--- src/sv/hs_pkg.sv ---
package hs_pkg;

	localparam int CAPACITY = 64;
	localparam int DATA_W   = 32;
	localparam int ADDR_W   = $clog2(CAPACITY);
	localparam int CNT_W    = $clog2(CAPACITY + 1);
	localparam int CHILD_W  = ADDR_W + 2;

	typedef logic signed [DATA_W-1:0] data_t;
	typedef logic [ADDR_W-1:0]        addr_t;
	typedef logic [CNT_W-1:0]         cnt_t;
	typedef logic [CHILD_W-1:0]       child_t;

	typedef struct packed {
		logic  we;
		addr_t waddr;
		data_t wdata;
		addr_t raddr;
	} mem_req_t;

endpackage

--- src/sv/hs_mem.sv ---
module hs_mem import hs_pkg::*; (
	input  logic     clk,
	input  mem_req_t req,
	output data_t    rdata
);

	data_t store_q [CAPACITY];
	data_t rdata_q;

	always_ff @(posedge clk) begin
		if (req.we) begin
			store_q[req.waddr] <= req.wdata;
		end
		rdata_q <= store_q[req.raddr];
	end

	assign rdata = rdata_q;

endmodule

--- config.mk ---
export PLATFORM = sky130hd
export DESIGN_NAME = hs_mem
export DESIGN_NICKNAME = d
export VERILOG_FILES = /design/src/sv/hs_pkg.sv /design/src/sv/hs_mem.sv
export SDC_FILE = /design/constraint.sdc
export NUM_CORES = 2
export LEC_CHECK = 0
export BUFFER_PORTS_ARGS = -buffer_cell sky130_fd_sc_hd__buf_2
export CORE_UTILIZATION = 45
export DETAILED_ROUTE_END_ITERATION = 10
export HOLD_SLACK_MARGIN = 0.12
export MAX_ROUTING_LAYER = met4
export SYNTH_ARGS = -nofsm -noshare
export SYNTH_HDL_FRONTEND = slang
export SYNTH_SLANG_ARGS = --single-unit
--- constraint.sdc ---
create_clock -name clk -period 10.5 [get_ports clk]
set_input_delay 0.525 -clock clk [delete_from_list [all_inputs] [get_ports clk]]
set_output_delay 0.525 -clock clk [all_outputs]
set_load 0.05 [all_outputs]
# Yosys cells after proc, flatten, opt, wreduce, memory -nomap -nowiden

Memory sizes are Yosys's and may differ from the RTL's. A register that Yosys moved wholly into a read port is not among the register bits.
Index checks and enable logic that the tools add are counted.

Add/sub/neg operators: 0
Multipliers: 0
Divide/modulo/power cells: 0
$lt $le $gt $ge: 0
Eq/ne operators: 0
Shift operators: 0
Muxes and demuxes: 2
Bitwise gates (word level): 0
Reductions and logical operators: 0

Operators with widths:

| kind    | number |
|---|---|
| $mux W1 | 2 |

Register bits: 0
Latch bits: 0
Bits in writable memories: 2,048
ROM bits: 0
Input bits: 46
Output and inout port bits: 32
Logic and storage cells: 3
Memories kept: 1

Memories:

| memory  | depth | bits a word | rd ports | clocked after memory_dff | wr ports | line        | text |
|---|---|---|---|---|---|---|---|
| store_q | 64    | 32          | 1        | 1                        | 1        | hs_mem.sv:7 | `data_t store_q [CAPACITY];` |

# Logic depth before layout (Yosys ltp)

Depth in word-level cells: 2
Depth in mapped cells: 10
Gate-level depth less buffers: 5

# Least setup slack after synthesis

OpenSTA, ideal clock, no wires.

Path type: input -> register
Start: input req[41] (netlist bit)
End: memory store_q[48][0] (netlist bit), enable pin
Setup time: 461 ps
Arrival time: 3,224 ps
Required time: 10,039 ps
Slack: 6,815 ps
Stages on the path: 4
Buffers on the path: 1
Path through: clkbuf_1 -> nor2b_1 -> nand4b_1 -> nor3_1

RTL lines:

| item               | line        | text |
|---|---|---|
| start: declaration | hs_mem.sv:3 | `input mem_req_t req,` |
| end: declaration   | hs_mem.sv:7 |  |

No word-level cell before the write port.

==> impl_results.md <==
- PostCTS Resize Cnt: 0
- CP max FO: 95
- Dpl cells: 5,653
- Residual DRC: 0
- Tcrit/Tclk final: 34.6%
- Core area: 172,000 µm²
- Critical Path Source: req[0]
- Clock Skew: 0.0271 ns
- Total power divided by cell area: 193 nW/µm²
- Die area: 176,000 µm²
- TritonCTS Buffers: 204
- TNS Setup: 0 ns
- DPL Wire Length: 108,000 µm
- Dominant cell type by area after synthesis: edfxtp_1
- Routed length per instance: 33.7 µm
- Gr ovfl total: 0
- Final setup vio count: 0
- All-Layer GR Usage: 24.1%
- CTS Hold Bufs: 0
- GP Congestion: 0.817
- Global-route wire length before repair: 284,000 µm
- Post-synthesis sequential area ratio: 79.1%
- Final Power: 17.2 mW
- Starting Density: 45.5%
- TritonCTS sink count: 2,080
- Area after DPL: 82,400 µm²
- Synth top area share: 78.3%
- Outcome: finished, final reports clean
- Crit Path Category: in -> reg
- Critical register-to-register path startpoint: store_q[46][2]$_DFFE_PP_
- Main flop type after synthesis: edfxtp_1
- Via/cell ratio: 6.07
- Maxcap violations: 0
- Number of routed nets with antenna violations: 0
- Synth unique cells: 34
- Share of layout cells above drive strength 1: 29.2%
- RSZ-0062 raised after global routing: no
- Slew headroom: 14.1%
- Syn Area/Cell: 23.6 µm²
- Register bit total from synthesis: 2,080
- Largest net degree at the start of global routing: 101
- Post-synthesis async set-or-reset flop share: 0%
- Clk_lat worst skew: 0.82 ns
- Post-Layout Inst Area: 88,800 µm²
- # rows: 152
- Worst Path Arrival: 4.31 ns
- Post-Synthesis Cells: 3,324
- Critical Path RT: 11.18 ns
- Tightest Pin Transition: 1.29 ns
- Top post-synthesis cells by area: edfxtp_1 (78%), mux4_2 (16%), mux2i_1 (1.2%)
- Ys Warns: 0
- Setup crit end kind: flip-flop
- Max clock buf depth: 3
- LEAKAGE: 27.5 nW
- Routed vias: 36,600
- Post-Route WL: 203,000 µm
- Vias in the first global route: 36,592
- Non-filler cells, final: 6,032
- Final Critical Period: 3.64 ns
- Clk pin slew, worst setup/hold paths: 0.06 ns
- Hold_sp: req[10]
- Buffers on Ports: 77
- Max-slew violation count: 0
- Max Freq: 275 MHz
- Area grow syn2layout: 13.1%
- CTS root buffer: clkbuf_16
- Hold/Removal Path Class: in -> reg
- Synthesized area: 78,500 µm²
- Hold_ws: 0.373 ns
- DRT iter0 DRCs: 4,475
- Startpoint Class: primary input
- # IOs: 78
- Die Ht: 420 µm
- Post-CTS Setup Bufs: 0
- Die width: 420 µm
- Synth Net Count: 3,370
- First drt pass iteration count: 5
- EDFF count, synth: 2,048
- Initial antenna violation count: 13
- CTS H-tree lvls: 4
- Nets: 3,595
- Maximum vdd drop: 0.000157 V
- CTS tree: done
- Final hold vios: 0
==> registers in the layout (all words and copies together), names as in the netlist <==
signal,cells
store_q,2048
rdata,32
==> logic make-up after synthesis <==
kind of cell	count (synthesis)	synth area share (%)
AO/OA/AOI/OAI	202	1.67
buffers and inverters	182	1.13
flip-flops	2080	79.1
multiplexers	637	16.8
AND/OR/NAND/NOR	223	1.27
==> cell usage after synthesis (7+ instances only) <==
master	instances
nand2_1	26
buf_2	57
nor2_1	137
a311oi_1	8
a22oi_1	12
buf_1	21
clkbuf_1	74
nor3_1	7
mux2i_1	93
nand2b_1	8
a21oi_1	62
o22ai_1	84
mux4_2	544
edfxtp_1	2048
nor2b_1	15
dfxtp_1	32
buf_4	25
o221ai_1	27
==> path summary, 6_finish.rpt <==
| check | cells past startpoint | slack (ns) | end |
|---|---|---|---|
| max | 8 | 6.86 | rdata[1]$_DFF_P_ |
| min reg2reg | 4 | 0.77 | rdata[4]$_DFF_P_ |
| max reg2reg | 5 | 8.00 | rdata[2]$_DFF_P_ |
| min | 2 | 0.37 | store_q[34][4]$_DFFE_PP_ |
==> stage by stage <==
step           util, %  setup slack, ns
2_1_floorplan        -             6.82
5_1_grt           51.5             6.60
6_report          51.5             6.86
4_1_cts           51.5             6.81
3_5_place_dp      47.8             5.91
3_3_place_gp      47.8             5.94
==> area by class of cell <==
class,count,area [µm²]
antenna,6,15.0
clock buffer,265,5500
clock inverter,108,885
fill,13290,83700
multi-input combinational,1062,16000
sequential,2080,62100
tap,2310,2890
timing repair buffer,201,1430
==> metal layers <==
| layer | global-route usage [%] | share of wire, % |
|---|---|---|
| met5 | - | 0 |
| met4 | 6.32 | 2.6 |
| met3 | 5.38 | 8.5 |
| met2 | 37.1 | 48 |
| met1 | 32.7 | 41 |
==> worst max-delay path, stage by stage <==
cell and delay [ns]:
buf_8 0.44, buf_12 0.64, buf_12 0.57, mux4_2 0.60, mux2i_1 0.40, a21oi_1 0.13
a21oi_1 0.57, nor2_1 0.07
==> cell usage in the layout (no fill, tap or decap), types with 5 or more instances in the layout <==
master,n
buf_2,73
clkbuf_8,12
nor2_1,75
clkbuf_16,206
dfxtp_1,32
nand3b_1,5
nand3_1,5
nand2_1,26
edfxtp_1,2048
a21oi_1,62
nand2b_1,7
mux2i_1,93
diode_2,6
buf_12,6
nor2b_1,15
a22oi_1,12
nor2_4,62
buf_4,118
nor3_1,5
clkinv_2,27
clkbuf_1,47
o22ai_1,84
mux4_2,544
inv_6,8
o221ai_1,27
a311oi_1,8
clkinv_1,54
bufinv_16,12
==> where the power goes <==
| group | internal [mW] | switching, mW | total [mW] |
|---|---|---|---|
| registers | 9.20 | 0.0424 | 9.24 |
| logic | 0.301 | 0.595 | 0.896 |
| clock network | 3.97 | 3.05 | 7.02 |
| total | 13.5 | 3.69 | 17.2 |
Note: power is estimated with default switching activity, not from simulation.
